===== config.mk =====
export PLATFORM = sky130hd
export DESIGN_NAME = paired_sample_statistics_top
export DESIGN_NICKNAME = d
export VERILOG_FILES = /design/src/rtl/pss_pkg.sv /design/src/rtl/pss_accum.sv /design/src/rtl/pss_arith.sv /design/src/rtl/pss_datapath.sv /design/src/rtl/pss_ctrl.sv /design/src/rtl/paired_sample_statistics_top.sv
export SDC_FILE = /design/constraint.sdc
export NUM_CORES = 2
export LEC_CHECK = 0
export ABC_CLOCK_PERIOD_IN_PS = 16000
export BUFFER_PORTS_ARGS = -buffer_cell sky130_fd_sc_hd__buf_4
export CORE_MARGIN = 3
export CORE_UTILIZATION = 50
export CTS_CLUSTER_DIAMETER = 30
export DETAILED_ROUTE_END_ITERATION = 10
export PLACE_DENSITY_LB_ADDON = 0.05
export SETUP_SLACK_MARGIN = 0.5
export SLEW_MARGIN = 10
export SYNTH_ARGS = -nofsm -noshare
export SYNTH_HDL_FRONTEND = slang
export SYNTH_SLANG_ARGS = --single-unit

===== constraint.sdc =====
create_clock -name clk -period 16 [get_ports clk]
set_clock_uncertainty 0.1 [all_clocks]
set_input_delay 4 -clock clk [delete_from_list [all_inputs] [get_ports clk]]
set_output_delay 4 -clock clk [all_outputs]
set_load 0.005 [all_outputs]

===== src/rtl/pss_pkg.sv =====
// ----------------------------------------------------------------------------
// pss_pkg
// Shared widths, operation and step codes, and controller/datapath bundles
// for the paired sample statistics block.
// ----------------------------------------------------------------------------
package pss_pkg;

    localparam int SampleBits  = 16;
    localparam int CountBits   = 17;
    localparam int TotalBits   = 33;
    localparam int SquareBits  = 47;
    localparam int CrossBits   = 48;
    localparam int WideBits    = 64;
    localparam int DividendBits = 80;
    localparam int DivisorBits = 48;
    localparam int RootBits    = 24;
    localparam int RootRemBits = 25;
    localparam int IterBits    = 7;

    localparam logic [CountBits-1:0] MaxPairs = 17'd65536;

    // iteration counts minus one
    localparam logic [IterBits-1:0] MulIters  = 7'd63;
    localparam logic [IterBits-1:0] DivIters  = 7'd79;
    localparam logic [IterBits-1:0] SqrtIters = 7'd23;

    typedef logic [1:0] op_t;
    localparam op_t OP_MUL  = 2'd0;
    localparam op_t OP_DIV  = 2'd1;
    localparam op_t OP_SQRT = 2'd2;

    typedef logic [3:0] step_t;
    localparam step_t STEP_D    = 4'd0;
    localparam step_t STEP_NSXX = 4'd1;
    localparam step_t STEP_NX   = 4'd2;
    localparam step_t STEP_NSYY = 4'd3;
    localparam step_t STEP_NY   = 4'd4;
    localparam step_t STEP_NSXY = 4'd5;
    localparam step_t STEP_C    = 4'd6;
    localparam step_t STEP_MX   = 4'd7;
    localparam step_t STEP_MY   = 4'd8;
    localparam step_t STEP_VX   = 4'd9;
    localparam step_t STEP_VY   = 4'd10;
    localparam step_t STEP_COV  = 4'd11;
    localparam step_t STEP_DX   = 4'd12;
    localparam step_t STEP_DY   = 4'd13;
    localparam step_t STEP_DD   = 4'd14;
    localparam step_t STEP_CORR = 4'd15;

    typedef struct packed {
        logic  accept;
        logic  start;
        step_t step;
        op_t   op;
        logic  load_out;
    } pss_cmd_t;

    typedef struct packed {
        logic done;
        logic out_free;
    } pss_status_t;

    function automatic op_t step_op(input step_t s);
        op_t o;
        unique case (s)
            STEP_D, STEP_NSXX, STEP_NX, STEP_NSYY, STEP_NY, STEP_NSXY, STEP_C, STEP_DD:
                o = OP_MUL;
            STEP_MX, STEP_MY, STEP_VX, STEP_VY, STEP_COV, STEP_CORR:
                o = OP_DIV;
            STEP_DX, STEP_DY:
                o = OP_SQRT;
            default:
                o = OP_MUL;
        endcase
        return o;
    endfunction

endpackage


===== src/rtl/pss_accum.sv =====
// ----------------------------------------------------------------------------
// pss_accum
// Pair count and exact running sums of x, y, x*x, y*y and x*y.
// ----------------------------------------------------------------------------
module pss_accum (
    input  logic                                   clk,
    input  logic                                   rst_n,
    input  logic                                   accept,
    input  logic                                   clear,
    input  logic signed [15:0]                     sample_x,
    input  logic signed [15:0]                     sample_y,
    output logic [pss_pkg::CountBits-1:0]          count,
    output logic signed [pss_pkg::TotalBits-1:0]   total_first,
    output logic signed [pss_pkg::TotalBits-1:0]   total_second,
    output logic [pss_pkg::SquareBits-1:0]         squares_first,
    output logic [pss_pkg::SquareBits-1:0]         squares_second,
    output logic signed [pss_pkg::CrossBits-1:0]   cross_products
);

    logic signed [pss_pkg::SampleBits-1:0]   x_s;
    logic signed [pss_pkg::SampleBits-1:0]   y_s;
    logic signed [2*pss_pkg::SampleBits-1:0] xx;
    logic signed [2*pss_pkg::SampleBits-1:0] yy;
    logic signed [2*pss_pkg::SampleBits-1:0] xy;

    logic [pss_pkg::CountBits-1:0]        count_reg;
    logic signed [pss_pkg::TotalBits-1:0] total_first_reg;
    logic signed [pss_pkg::TotalBits-1:0] total_second_reg;
    logic [pss_pkg::SquareBits-1:0]       squares_first_reg;
    logic [pss_pkg::SquareBits-1:0]       squares_second_reg;
    logic signed [pss_pkg::CrossBits-1:0] cross_reg;
    logic                                 room;

    assign x_s  = sample_x[pss_pkg::SampleBits-1:0];
    assign y_s  = sample_y[pss_pkg::SampleBits-1:0];
    assign xx   = x_s * x_s;
    assign yy   = y_s * y_s;
    assign xy   = x_s * y_s;
    assign room = count_reg < pss_pkg::MaxPairs;

    always_ff @(posedge clk or negedge rst_n)
    begin
        if (!rst_n)
        begin
            count_reg          <= '0;
            total_first_reg    <= '0;
            total_second_reg   <= '0;
            squares_first_reg  <= '0;
            squares_second_reg <= '0;
            cross_reg          <= '0;
        end
        else if (clear)
        begin
            count_reg          <= '0;
            total_first_reg    <= '0;
            total_second_reg   <= '0;
            squares_first_reg  <= '0;
            squares_second_reg <= '0;
            cross_reg          <= '0;
        end
        else if (accept && room)
        begin
            count_reg          <= count_reg + 1'b1;
            total_first_reg    <= total_first_reg + pss_pkg::TotalBits'(x_s);
            total_second_reg   <= total_second_reg + pss_pkg::TotalBits'(y_s);
            squares_first_reg  <= squares_first_reg
                                  + pss_pkg::SquareBits'(unsigned'(xx));
            squares_second_reg <= squares_second_reg
                                  + pss_pkg::SquareBits'(unsigned'(yy));
            cross_reg          <= cross_reg + pss_pkg::CrossBits'(xy);
        end
    end

    assign count          = count_reg;
    assign total_first    = total_first_reg;
    assign total_second   = total_second_reg;
    assign squares_first  = squares_first_reg;
    assign squares_second = squares_second_reg;
    assign cross_products = cross_reg;

    a_count_bounded: assert property (@(posedge clk) disable iff (!rst_n)
        count_reg <= pss_pkg::MaxPairs)
        else $error("pair count ran past the set limit");

endmodule


===== src/rtl/pss_arith.sv =====
// ----------------------------------------------------------------------------
// pss_arith
// Shared iterative unit: shift-add multiply (64 bits, wrapping), restoring
// divide (80-bit dividend, 48-bit divisor) and digit-by-digit square root.
// ----------------------------------------------------------------------------
module pss_arith (
    input  logic                                  clk,
    input  logic                                  rst_n,
    input  logic                                  start,
    input  pss_pkg::op_t                          op,
    input  logic [pss_pkg::DividendBits-1:0]      opa,
    input  logic [pss_pkg::WideBits-1:0]          opb,
    output logic [pss_pkg::WideBits-1:0]          result,
    output logic                                  done
);

    logic                                busy_reg;
    logic                                done_reg;
    logic [pss_pkg::IterBits-1:0]        cnt_reg;
    pss_pkg::op_t                        op_reg;
    logic [pss_pkg::DividendBits-1:0]    x_reg;
    logic [pss_pkg::WideBits-1:0]        y_reg;
    logic [pss_pkg::WideBits-1:0]        r_reg;

    logic [pss_pkg::DivisorBits:0]       div_sh;
    logic [pss_pkg::DivisorBits:0]       div_den;
    logic [pss_pkg::DivisorBits:0]       div_diff;
    logic                                div_ge;
    logic [pss_pkg::RootRemBits+1:0]     sq_sh;
    logic [pss_pkg::RootRemBits+1:0]     sq_trial;
    logic [pss_pkg::RootRemBits+1:0]     sq_diff;
    logic                                sq_ge;
    logic [pss_pkg::WideBits-1:0]        mul_sum;

    assign div_sh   = {r_reg[pss_pkg::DivisorBits-1:0], x_reg[pss_pkg::DividendBits-1]};
    assign div_den  = {1'b0, y_reg[pss_pkg::DivisorBits-1:0]};
    assign div_ge   = div_sh >= div_den;
    assign div_diff = div_sh - div_den;

    // remainder gets the next two radicand bits, trial is 4*root + 1
    assign sq_sh    = {r_reg[pss_pkg::RootRemBits-1:0],
                       x_reg[pss_pkg::DividendBits-1:pss_pkg::DividendBits-2]};
    assign sq_trial = {1'b0, y_reg[pss_pkg::RootBits-1:0], 2'b01};
    assign sq_ge    = sq_sh >= sq_trial;
    assign sq_diff  = sq_sh - sq_trial;

    assign mul_sum  = x_reg[0] ? r_reg + y_reg : r_reg;

    always_ff @(posedge clk or negedge rst_n)
    begin
        if (!rst_n)
        begin
            busy_reg <= 1'b0;
            done_reg <= 1'b0;
            cnt_reg  <= '0;
            op_reg   <= pss_pkg::OP_MUL;
        end
        else
        begin
            done_reg <= 1'b0;
            if (start)
            begin
                busy_reg <= 1'b1;
                op_reg   <= op;
                unique case (op)
                    pss_pkg::OP_MUL:  cnt_reg <= pss_pkg::MulIters;
                    pss_pkg::OP_DIV:  cnt_reg <= pss_pkg::DivIters;
                    pss_pkg::OP_SQRT: cnt_reg <= pss_pkg::SqrtIters;
                    default:          cnt_reg <= pss_pkg::MulIters;
                endcase
            end
            else if (busy_reg)
            begin
                cnt_reg <= cnt_reg - 1'b1;
                if (cnt_reg == '0)
                begin
                    busy_reg <= 1'b0;
                    done_reg <= 1'b1;
                end
            end
        end
    end

    always_ff @(posedge clk)
    begin
        if (start)
        begin
            x_reg <= opa;
            y_reg <= opb;
            r_reg <= '0;
        end
        else if (busy_reg)
        begin
            unique case (op_reg)
                pss_pkg::OP_MUL:
                begin
                    r_reg <= mul_sum;
                    y_reg <= {y_reg[pss_pkg::WideBits-2:0], 1'b0};
                    x_reg <= {1'b0, x_reg[pss_pkg::DividendBits-1:1]};
                end
                pss_pkg::OP_DIV:
                begin
                    r_reg <= pss_pkg::WideBits'(div_ge ? div_diff[pss_pkg::DivisorBits-1:0]
                                                       : div_sh[pss_pkg::DivisorBits-1:0]);
                    x_reg <= {x_reg[pss_pkg::DividendBits-2:0], div_ge};
                end
                pss_pkg::OP_SQRT:
                begin
                    r_reg <= pss_pkg::WideBits'(sq_ge ? sq_diff[pss_pkg::RootRemBits-1:0]
                                                      : sq_sh[pss_pkg::RootRemBits-1:0]);
                    y_reg <= pss_pkg::WideBits'({y_reg[pss_pkg::RootBits-2:0], sq_ge});
                    x_reg <= {x_reg[pss_pkg::DividendBits-3:0], 2'b00};
                end
                default:
                begin
                    r_reg <= r_reg;
                end
            endcase
        end
    end

    always_comb
    begin
        unique case (op_reg)
            pss_pkg::OP_MUL:  result = r_reg;
            pss_pkg::OP_DIV:  result = x_reg[pss_pkg::WideBits-1:0];
            pss_pkg::OP_SQRT: result = pss_pkg::WideBits'(y_reg[pss_pkg::RootBits-1:0]);
            default:          result = r_reg;
        endcase
    end

    assign done = done_reg;

    a_no_start_busy: assert property (@(posedge clk) disable iff (!rst_n)
        start |-> !busy_reg)
        else $error("operation started while unit busy");

    a_done_pulse: assert property (@(posedge clk) disable iff (!rst_n)
        done_reg |=> !done_reg)
        else $error("done held longer than one cycle");

endmodule


===== src/rtl/pss_datapath.sv =====
// ----------------------------------------------------------------------------
// pss_datapath
// Accumulators, shared arithmetic unit, intermediate registers and the
// result output register.
// ----------------------------------------------------------------------------
module pss_datapath (
    input  logic                     clk,
    input  logic                     rst_n,
    input  pss_pkg::pss_cmd_t        cmd,
    output pss_pkg::pss_status_t     status,
    input  logic signed [15:0]       sample_x,
    input  logic signed [15:0]       sample_y,
    output logic                     result_valid,
    input  logic                     result_stall,
    output logic [16:0]              pair_count,
    output logic signed [23:0]       mean_first,
    output logic signed [23:0]       mean_second,
    output logic [38:0]              variance_first,
    output logic [38:0]              variance_second,
    output logic [23:0]              deviation_first,
    output logic [23:0]              deviation_second,
    output logic signed [39:0]       covariance,
    output logic signed [15:0]       correlation,
    output logic                     zero_deviation
);

    logic [pss_pkg::CountBits-1:0]        count;
    logic signed [pss_pkg::TotalBits-1:0] total_first;
    logic signed [pss_pkg::TotalBits-1:0] total_second;
    logic [pss_pkg::SquareBits-1:0]       squares_first;
    logic [pss_pkg::SquareBits-1:0]       squares_second;
    logic signed [pss_pkg::CrossBits-1:0] cross_products;

    logic [pss_pkg::DividendBits-1:0] opa;
    logic [pss_pkg::WideBits-1:0]     opb;
    logic [pss_pkg::WideBits-1:0]     result;
    logic                             done;

    logic [pss_pkg::WideBits-1:0]  n64;
    logic [pss_pkg::WideBits-1:0]  sx64;
    logic [pss_pkg::WideBits-1:0]  sy64;
    logic [pss_pkg::TotalBits-1:0] sx_mag;
    logic [pss_pkg::TotalBits-1:0] sy_mag;
    logic [pss_pkg::WideBits-1:0]  c_diff;
    logic [23:0]                   q_neg;
    logic [14:0]                   q_clamp;

    logic [32:0] d_reg;
    logic [63:0] tmp_reg;
    logic [63:0] nx_reg;
    logic [63:0] ny_reg;
    logic        cneg_reg;
    logic [63:0] cmag_reg;
    logic [23:0] mean_x_reg;
    logic [23:0] mean_y_reg;
    logic [46:0] vx16_reg;
    logic [46:0] vy16_reg;
    logic [38:0] covmag_reg;
    logic [23:0] dx_reg;
    logic [23:0] dy_reg;
    logic [47:0] prod_reg;
    logic [15:0] corr_reg;
    logic        zero_reg;

    logic        result_valid_reg;
    logic [16:0] pair_count_reg;
    logic [23:0] mean_first_reg;
    logic [23:0] mean_second_reg;
    logic [38:0] variance_first_reg;
    logic [38:0] variance_second_reg;
    logic [23:0] deviation_first_reg;
    logic [23:0] deviation_second_reg;
    logic [39:0] covariance_reg;
    logic [15:0] correlation_reg;
    logic        zero_deviation_reg;

    pss_accum u_accum (
        .clk            (clk),
        .rst_n          (rst_n),
        .accept         (cmd.accept),
        .clear          (cmd.load_out),
        .sample_x       (sample_x),
        .sample_y       (sample_y),
        .count          (count),
        .total_first    (total_first),
        .total_second   (total_second),
        .squares_first  (squares_first),
        .squares_second (squares_second),
        .cross_products (cross_products)
    );

    pss_arith u_arith (
        .clk    (clk),
        .rst_n  (rst_n),
        .start  (cmd.start),
        .op     (cmd.op),
        .opa    (opa),
        .opb    (opb),
        .result (result),
        .done   (done)
    );

    assign n64    = pss_pkg::WideBits'(count);
    assign sx64   = pss_pkg::WideBits'(total_first);
    assign sy64   = pss_pkg::WideBits'(total_second);
    assign sx_mag = total_first[pss_pkg::TotalBits-1] ? unsigned'(-total_first)
                                                      : unsigned'(total_first);
    assign sy_mag = total_second[pss_pkg::TotalBits-1] ? unsigned'(-total_second)
                                                       : unsigned'(total_second);
    assign c_diff  = tmp_reg - result;
    assign q_neg   = ~result[23:0] + 24'd1;
    assign q_clamp = (result > 64'd16384) ? 15'd16384 : result[14:0];

    // operands for the step about to start
    always_comb
    begin
        opa = '0;
        opb = '0;
        unique case (cmd.step)
            pss_pkg::STEP_D:    begin opa = pss_pkg::DividendBits'(n64);  opb = n64; end
            pss_pkg::STEP_NSXX:
            begin
                opa = pss_pkg::DividendBits'(n64);
                opb = pss_pkg::WideBits'(squares_first);
            end
            pss_pkg::STEP_NX:   begin opa = pss_pkg::DividendBits'(sx64); opb = sx64; end
            pss_pkg::STEP_NSYY:
            begin
                opa = pss_pkg::DividendBits'(n64);
                opb = pss_pkg::WideBits'(squares_second);
            end
            pss_pkg::STEP_NY:   begin opa = pss_pkg::DividendBits'(sy64); opb = sy64; end
            pss_pkg::STEP_NSXY:
            begin
                opa = pss_pkg::DividendBits'(n64);
                opb = pss_pkg::WideBits'(cross_products);
            end
            pss_pkg::STEP_C:    begin opa = pss_pkg::DividendBits'(sx64); opb = sy64; end
            pss_pkg::STEP_MX:
            begin
                opa = pss_pkg::DividendBits'({sx_mag, 8'b0});
                opb = n64;
            end
            pss_pkg::STEP_MY:
            begin
                opa = pss_pkg::DividendBits'({sy_mag, 8'b0});
                opb = n64;
            end
            pss_pkg::STEP_VX:   begin opa = {nx_reg, 16'b0}; opb = 64'(d_reg); end
            pss_pkg::STEP_VY:   begin opa = {ny_reg, 16'b0}; opb = 64'(d_reg); end
            pss_pkg::STEP_COV:
            begin
                opa = pss_pkg::DividendBits'({cmag_reg, 8'b0});
                opb = 64'(d_reg);
            end
            pss_pkg::STEP_DX:   opa = {1'b0, vx16_reg, 32'b0};
            pss_pkg::STEP_DY:   opa = {1'b0, vy16_reg, 32'b0};
            pss_pkg::STEP_DD:
            begin
                opa = pss_pkg::DividendBits'(dx_reg);
                opb = 64'(dy_reg);
            end
            pss_pkg::STEP_CORR:
            begin
                opa = pss_pkg::DividendBits'({covmag_reg, 22'b0});
                opb = 64'(prod_reg);
            end
            default:            opa = '0;
        endcase
    end

    always_ff @(posedge clk)
    begin
        if (done)
        begin
            unique case (cmd.step)
                pss_pkg::STEP_D:    d_reg   <= result[32:0];
                pss_pkg::STEP_NSXX,
                pss_pkg::STEP_NSYY,
                pss_pkg::STEP_NSXY: tmp_reg <= result;
                pss_pkg::STEP_NX:   nx_reg  <= c_diff;
                pss_pkg::STEP_NY:   ny_reg  <= c_diff;
                pss_pkg::STEP_C:
                begin
                    cneg_reg <= c_diff[63];
                    cmag_reg <= c_diff[63] ? ~c_diff + 64'd1 : c_diff;
                end
                pss_pkg::STEP_MX:
                    mean_x_reg <= total_first[pss_pkg::TotalBits-1] ? q_neg : result[23:0];
                pss_pkg::STEP_MY:
                    mean_y_reg <= total_second[pss_pkg::TotalBits-1] ? q_neg : result[23:0];
                pss_pkg::STEP_VX:   vx16_reg   <= result[46:0];
                pss_pkg::STEP_VY:   vy16_reg   <= result[46:0];
                pss_pkg::STEP_COV:  covmag_reg <= result[38:0];
                pss_pkg::STEP_DX:   dx_reg     <= result[23:0];
                pss_pkg::STEP_DY:   dy_reg     <= result[23:0];
                pss_pkg::STEP_DD:   prod_reg   <= result[47:0];
                pss_pkg::STEP_CORR:
                begin
                    if (dx_reg == '0 || dy_reg == '0)
                    begin
                        zero_reg <= 1'b1;
                        corr_reg <= '0;
                    end
                    else
                    begin
                        zero_reg <= 1'b0;
                        corr_reg <= cneg_reg ? ~{1'b0, q_clamp} + 16'd1 : {1'b0, q_clamp};
                    end
                end
                default:            tmp_reg <= tmp_reg;
            endcase
        end
    end

    always_ff @(posedge clk or negedge rst_n)
    begin
        if (!rst_n)
        begin
            result_valid_reg <= 1'b0;
        end
        else if (cmd.load_out)
        begin
            result_valid_reg <= 1'b1;
        end
        else if (!result_stall)
        begin
            result_valid_reg <= 1'b0;
        end
    end

    always_ff @(posedge clk)
    begin
        if (cmd.load_out)
        begin
            pair_count_reg       <= count;
            mean_first_reg       <= mean_x_reg;
            mean_second_reg      <= mean_y_reg;
            variance_first_reg   <= vx16_reg[46:8];
            variance_second_reg  <= vy16_reg[46:8];
            deviation_first_reg  <= dx_reg;
            deviation_second_reg <= dy_reg;
            covariance_reg       <= cneg_reg ? ~{1'b0, covmag_reg} + 40'd1
                                             : {1'b0, covmag_reg};
            correlation_reg      <= corr_reg;
            zero_deviation_reg   <= zero_reg;
        end
    end

    assign status.done     = done;
    assign status.out_free = !result_valid_reg || !result_stall;

    assign result_valid     = result_valid_reg;
    assign pair_count       = pair_count_reg;
    assign mean_first       = mean_first_reg;
    assign mean_second      = mean_second_reg;
    assign variance_first   = variance_first_reg;
    assign variance_second  = variance_second_reg;
    assign deviation_first  = deviation_first_reg;
    assign deviation_second = deviation_second_reg;
    assign covariance       = covariance_reg;
    assign correlation      = correlation_reg;
    assign zero_deviation   = zero_deviation_reg;

endmodule


===== src/rtl/pss_ctrl.sv =====
// ----------------------------------------------------------------------------
// pss_ctrl
// Sequencer: takes pairs, then walks the fixed list of arithmetic steps
// and hands the finished set to the output register.
// ----------------------------------------------------------------------------
module pss_ctrl (
    input  logic                  clk,
    input  logic                  rst_n,
    input  logic                  sample_valid,
    input  logic                  last_pair,
    output logic                  sample_stall,
    input  pss_pkg::pss_status_t  status,
    output pss_pkg::pss_cmd_t     cmd
);

    localparam logic [1:0] ST_ACCUM = 2'd0;
    localparam logic [1:0] ST_ISSUE = 2'd1;
    localparam logic [1:0] ST_RUN   = 2'd2;
    localparam logic [1:0] ST_OUT   = 2'd3;

    logic [1:0]     state_reg;
    logic [1:0]     state_next;
    pss_pkg::step_t step_reg;
    pss_pkg::step_t step_next;
    logic           accept;

    assign accept       = sample_valid && (state_reg == ST_ACCUM);
    assign sample_stall = state_reg != ST_ACCUM;

    always_comb
    begin
        state_next = state_reg;
        step_next  = step_reg;
        unique case (state_reg)
            ST_ACCUM:
            begin
                if (accept && last_pair)
                begin
                    state_next = ST_ISSUE;
                    step_next  = pss_pkg::STEP_D;
                end
            end
            ST_ISSUE:
            begin
                state_next = ST_RUN;
            end
            ST_RUN:
            begin
                if (status.done)
                begin
                    if (step_reg == pss_pkg::STEP_CORR)
                    begin
                        state_next = ST_OUT;
                    end
                    else
                    begin
                        state_next = ST_ISSUE;
                        step_next  = step_reg + 1'b1;
                    end
                end
            end
            ST_OUT:
            begin
                if (status.out_free)
                begin
                    state_next = ST_ACCUM;
                end
            end
            default:
            begin
                state_next = ST_ACCUM;
            end
        endcase
    end

    always_ff @(posedge clk or negedge rst_n)
    begin
        if (!rst_n)
        begin
            state_reg <= ST_ACCUM;
            step_reg  <= pss_pkg::STEP_D;
        end
        else
        begin
            state_reg <= state_next;
            step_reg  <= step_next;
        end
    end

    assign cmd.accept   = accept;
    assign cmd.start    = state_reg == ST_ISSUE;
    assign cmd.step     = step_reg;
    assign cmd.op       = pss_pkg::step_op(step_reg);
    assign cmd.load_out = (state_reg == ST_OUT) && status.out_free;

    a_done_in_run: assert property (@(posedge clk) disable iff (!rst_n)
        status.done |-> state_reg == ST_RUN)
        else $error("arithmetic done outside of a running step");

endmodule


===== src/rtl/paired_sample_statistics_top.sv =====
// ----------------------------------------------------------------------------
// paired_sample_statistics_top
// Means, variances, deviations, covariance and correlation of a set of
// signed sample pairs closed by a last marker.
// Throughput: one pair per cycle while a set is accumulated.
// After a last pair the shared bit-serial unit runs the fixed list of steps
// (8 multiplies of 64 bits, 6 divides of 80-bit dividends, 2 roots of 24 bits).
// Input is stalled while the steps run; a result still waiting holds the
// next finished set before the output register, and the input with it.
// Reset clears the accumulators and leaves no result pending.
// ----------------------------------------------------------------------------
module paired_sample_statistics_top (
    input  logic                clk,
    input  logic                rst_n,
    input  logic signed [15:0]  sample_x,
    input  logic signed [15:0]  sample_y,
    input  logic                last_pair,
    input  logic                sample_valid,
    output logic                sample_stall,
    output logic                result_valid,
    input  logic                result_stall,
    output logic [16:0]         pair_count,
    output logic signed [23:0]  mean_first,
    output logic signed [23:0]  mean_second,
    output logic [38:0]         variance_first,
    output logic [38:0]         variance_second,
    output logic [23:0]         deviation_first,
    output logic [23:0]         deviation_second,
    output logic signed [39:0]  covariance,
    output logic signed [15:0]  correlation,
    output logic                zero_deviation
);

    pss_pkg::pss_cmd_t    cmd;
    pss_pkg::pss_status_t status;

    pss_ctrl u_ctrl (
        .clk          (clk),
        .rst_n        (rst_n),
        .sample_valid (sample_valid),
        .last_pair    (last_pair),
        .sample_stall (sample_stall),
        .status       (status),
        .cmd          (cmd)
    );

    pss_datapath u_datapath (
        .clk              (clk),
        .rst_n            (rst_n),
        .cmd              (cmd),
        .status           (status),
        .sample_x         (sample_x),
        .sample_y         (sample_y),
        .result_valid     (result_valid),
        .result_stall     (result_stall),
        .pair_count       (pair_count),
        .mean_first       (mean_first),
        .mean_second      (mean_second),
        .variance_first   (variance_first),
        .variance_second  (variance_second),
        .deviation_first  (deviation_first),
        .deviation_second (deviation_second),
        .covariance       (covariance),
        .correlation      (correlation),
        .zero_deviation   (zero_deviation)
    );

endmodule

==> impl_metrics.toml <==
[timing]
tightest_slew_ns = 1.26
worst_slack_ns = 3.07
slew_viol_final = 0
period_share = 0.808
period_needed_ns = 12.93
setup_violations = 0
hold_viol_final = 0
max-slew-margin-rel = 0.152
rsz0062_at_grt = "no"
fmax_mhz = 77.3
tns_ns = 0

[detailed_routing]
wl_per_cell_um = 27.8
vias_per_cell = 6.16
dr_total_vias = 84400
drcViolationCount = 0
ant_nets = 0
postRouteWirelength_um = 381000
first_pass_iters = 8
drt_iter0_drc = 8929

[placement]
place_hpwl_um = 288000
gp_congestion = 0.986
post-place-ws_ns = 2.16
io_buffers = 286

[logic_synthesis]
synth_top_family_by_area = "adder cells"
synth-compound-area-share = 0.163
synthCells = 10500
ys_async_sr_fraction = 0.189
synth_top_area_cell = "edfxtp_1"
synth_top_area_frac = 0.281
syn_nets = 12000
synth-edff-count = 976
synthAdderAreaFrac = 0.241
avgSynthCellArea_um2 = 9.93
synthesis.area_mm2 = 0.104
synth-xor-area-share = 0.0542
ys_seq_elements = 1283
ys.flop_type = "edfxtp_1"
synth_simple_gate_area_share = 0.120
synth.area.mux_share = 0.00542
synth.top_cells.by_area = "edfxtp_1 28%, fa_1 16%, ha_1 7.9%"
synth_cell_types = 95
seq_area_frac_synth = 0.352
yosysWarnings = 0

[global_route]
grt_use_total = 0.349
grt_max_degree = 189
antenna_found_initial = 24
grt_pass1_wl_um = 560000
first_global_vias = 84800
grt_overflow = 0

[setup_path]
startpoint_type = "input port"
worst_path_max_delay_cell = "o41ai_1"
worstSetupPathType = "in -> reg"
critPathMaxStageDelay_ns = 0.90
crit_path_frequent_cell = "a21o_1"
critPathMaxFanout = 26
setup.worst_path.end_class = "flip-flop"
crit_required_ns = 16.65
crit_arrival_ns = 13.58

[clocking]
htreeDepth = 5
cts_hold_buffers = 0
insertion_delay_ns = 0.93
clk_pin_slew_ns = 0.05
cts_tree = "done"
cts.path.max_buffers = 4
post_cts_buffers = 0
cts.sinks = 1283
cts-root-buf = "clkbuf_16"
cts_made_buffers = 288
cts_resized = 0

[layout]
area_growth_pct = 14.0
largest_reg_flops = 80
layout_common_cells = "1265 x inv_1, 976 x edfxtp_1, 860 x nand2_1"
register_area_mm2 = 0.0367
n_fill_cell = 17800
drive_above_1_share = 0.0971
nets = 12200
multi_input_area_mm2 = 0.0610
mostFrequentLayoutCell = "inv_1"

[flow_run]
max-cap-violations = 0

[die]
ios = 287
start_util = 0.506
fp-row-count = 166
core_area_mm2 = 0.206
fp.dieH_um = 462
die_w_um = 462
dieArea_mm2 = 0.214

[power]
p_leak_nw = 49.4
power-per-cell-area_mw_per_mm2 = 230
ir_drop_mv = 0.268

[status]
outcome = "finished, final reports clean"

[hold_path]
hp-class = "reg -> reg"
## cell usage after synthesis (all sizes together), types with 74 or more instances
master and number:
inv 1268, edfxtp 976, nand2 861, fa 843, ha 655, nor2 625
o21ai 577, a21oi 563, clkbuf 458, xnor2 419, nand3 367, a21o 243
dfrtp 243, a22oi 241, xor2 225, and2 150, a221oi 111, nor3 111
nand4 105, o31ai 81, a211oi 78, nand2b 74
## final timing paths
| check | startpoint | endpoint | slack [ns] | depth (start not counted) |
|---|---|---|---|---|
| worst max-delay path | sample_x[10] | u_datapath.u_accum.squares_first[44] | 3.07 | 36 |
| worst min-delay path | u_datapath.mean_y_reg[21] | u_datapath.mean_second[21] | 0.31 | 0 |
| worst max register to register | u_datapath.u_arith.op_reg[1] | u_datapath.cmag_reg[59] | 7.34 | 23 |
| worst min register to register | u_datapath.mean_y_reg[21] | u_datapath.mean_second[21] | 0.31 | 0 |
| max in group asynchronous | rst_n | u_datapath.u_accum.total_first[32] | 10.80 | 3 |
| min in group asynchronous | rst_n | u_datapath.u_accum.count[16] | 2.99 | 1 |
## per-layer routing
metal  part of all wire  track usage  vias up  routed length [um]
met5            0.00023            0        -                  86
met4              0.052        0.160       12               19600
met3              0.088       0.0692      811               33500
met2               0.45        0.544     3898              170000
met1               0.41        0.472    42300              157000
li1                   -            -    37400                   -
## through the flow
step	total power, W	hold WS, ns	utilization	std cells	area, um2
floorplan	0.0170	0.300	-	10500	104000
global placement	0.0210	0.303	0.531	13200	109000
detailed placement	0.0214	0.305	0.531	13200	109000
CTS	0.0272	0.314	0.577	13700	119000
global route	0.0296	0.322	0.577	13700	119000
finish	0.0273	0.313	0.577	13700	119000
## where the power goes
group	internal [W]	switching (W)	total, W
clock	0.00383	0.00194	0.00577
combinational	0.00726	0.0107	0.0179
sequential	0.00355	0.00000000000000000000879	0.00355
total	0.0146	0.0126	0.0273
## final cells by class
| type | count | area share |
|---|---|---|
| repair buffers | 449 | 0.0288 |
| flip-flops and latches | 1283 | 0.309 |
| clock inverters | 166 | 0.0149 |
| well taps | 2772 | 0.0292 |
| multi-input cells | 7401 | 0.514 |
| clock buffers | 335 | 0.0641 |
| diodes | 8 | 0.000169 |
| inverters | 1275 | 0.0404 |
## logic make-up (layout without fill, tap and decap cells)
kind of cell,count (synthesis),in the layout
buffers and inverters,1800,2225
flip-flops,1283,1283
XOR/XNOR,644,644
other,0,8
adder cells (fa/ha/maj),1498,1498
AND/OR/NAND/NOR,2655,2655
AO/OA/AOI/OAI,2551,2551
multiplexers,53,53
## worst max-delay path: cells and delay by family
kind                       cells  cell delay (ns)
and+or+nand+nor                4             0.64
buffers and inverters          7             1.28
xor gates and xnor gates       2             0.52
AOI/OAI and AO/OA             15             3.50
adders and majority gates      8             3.58
Power figures use the tool's default switching activity.
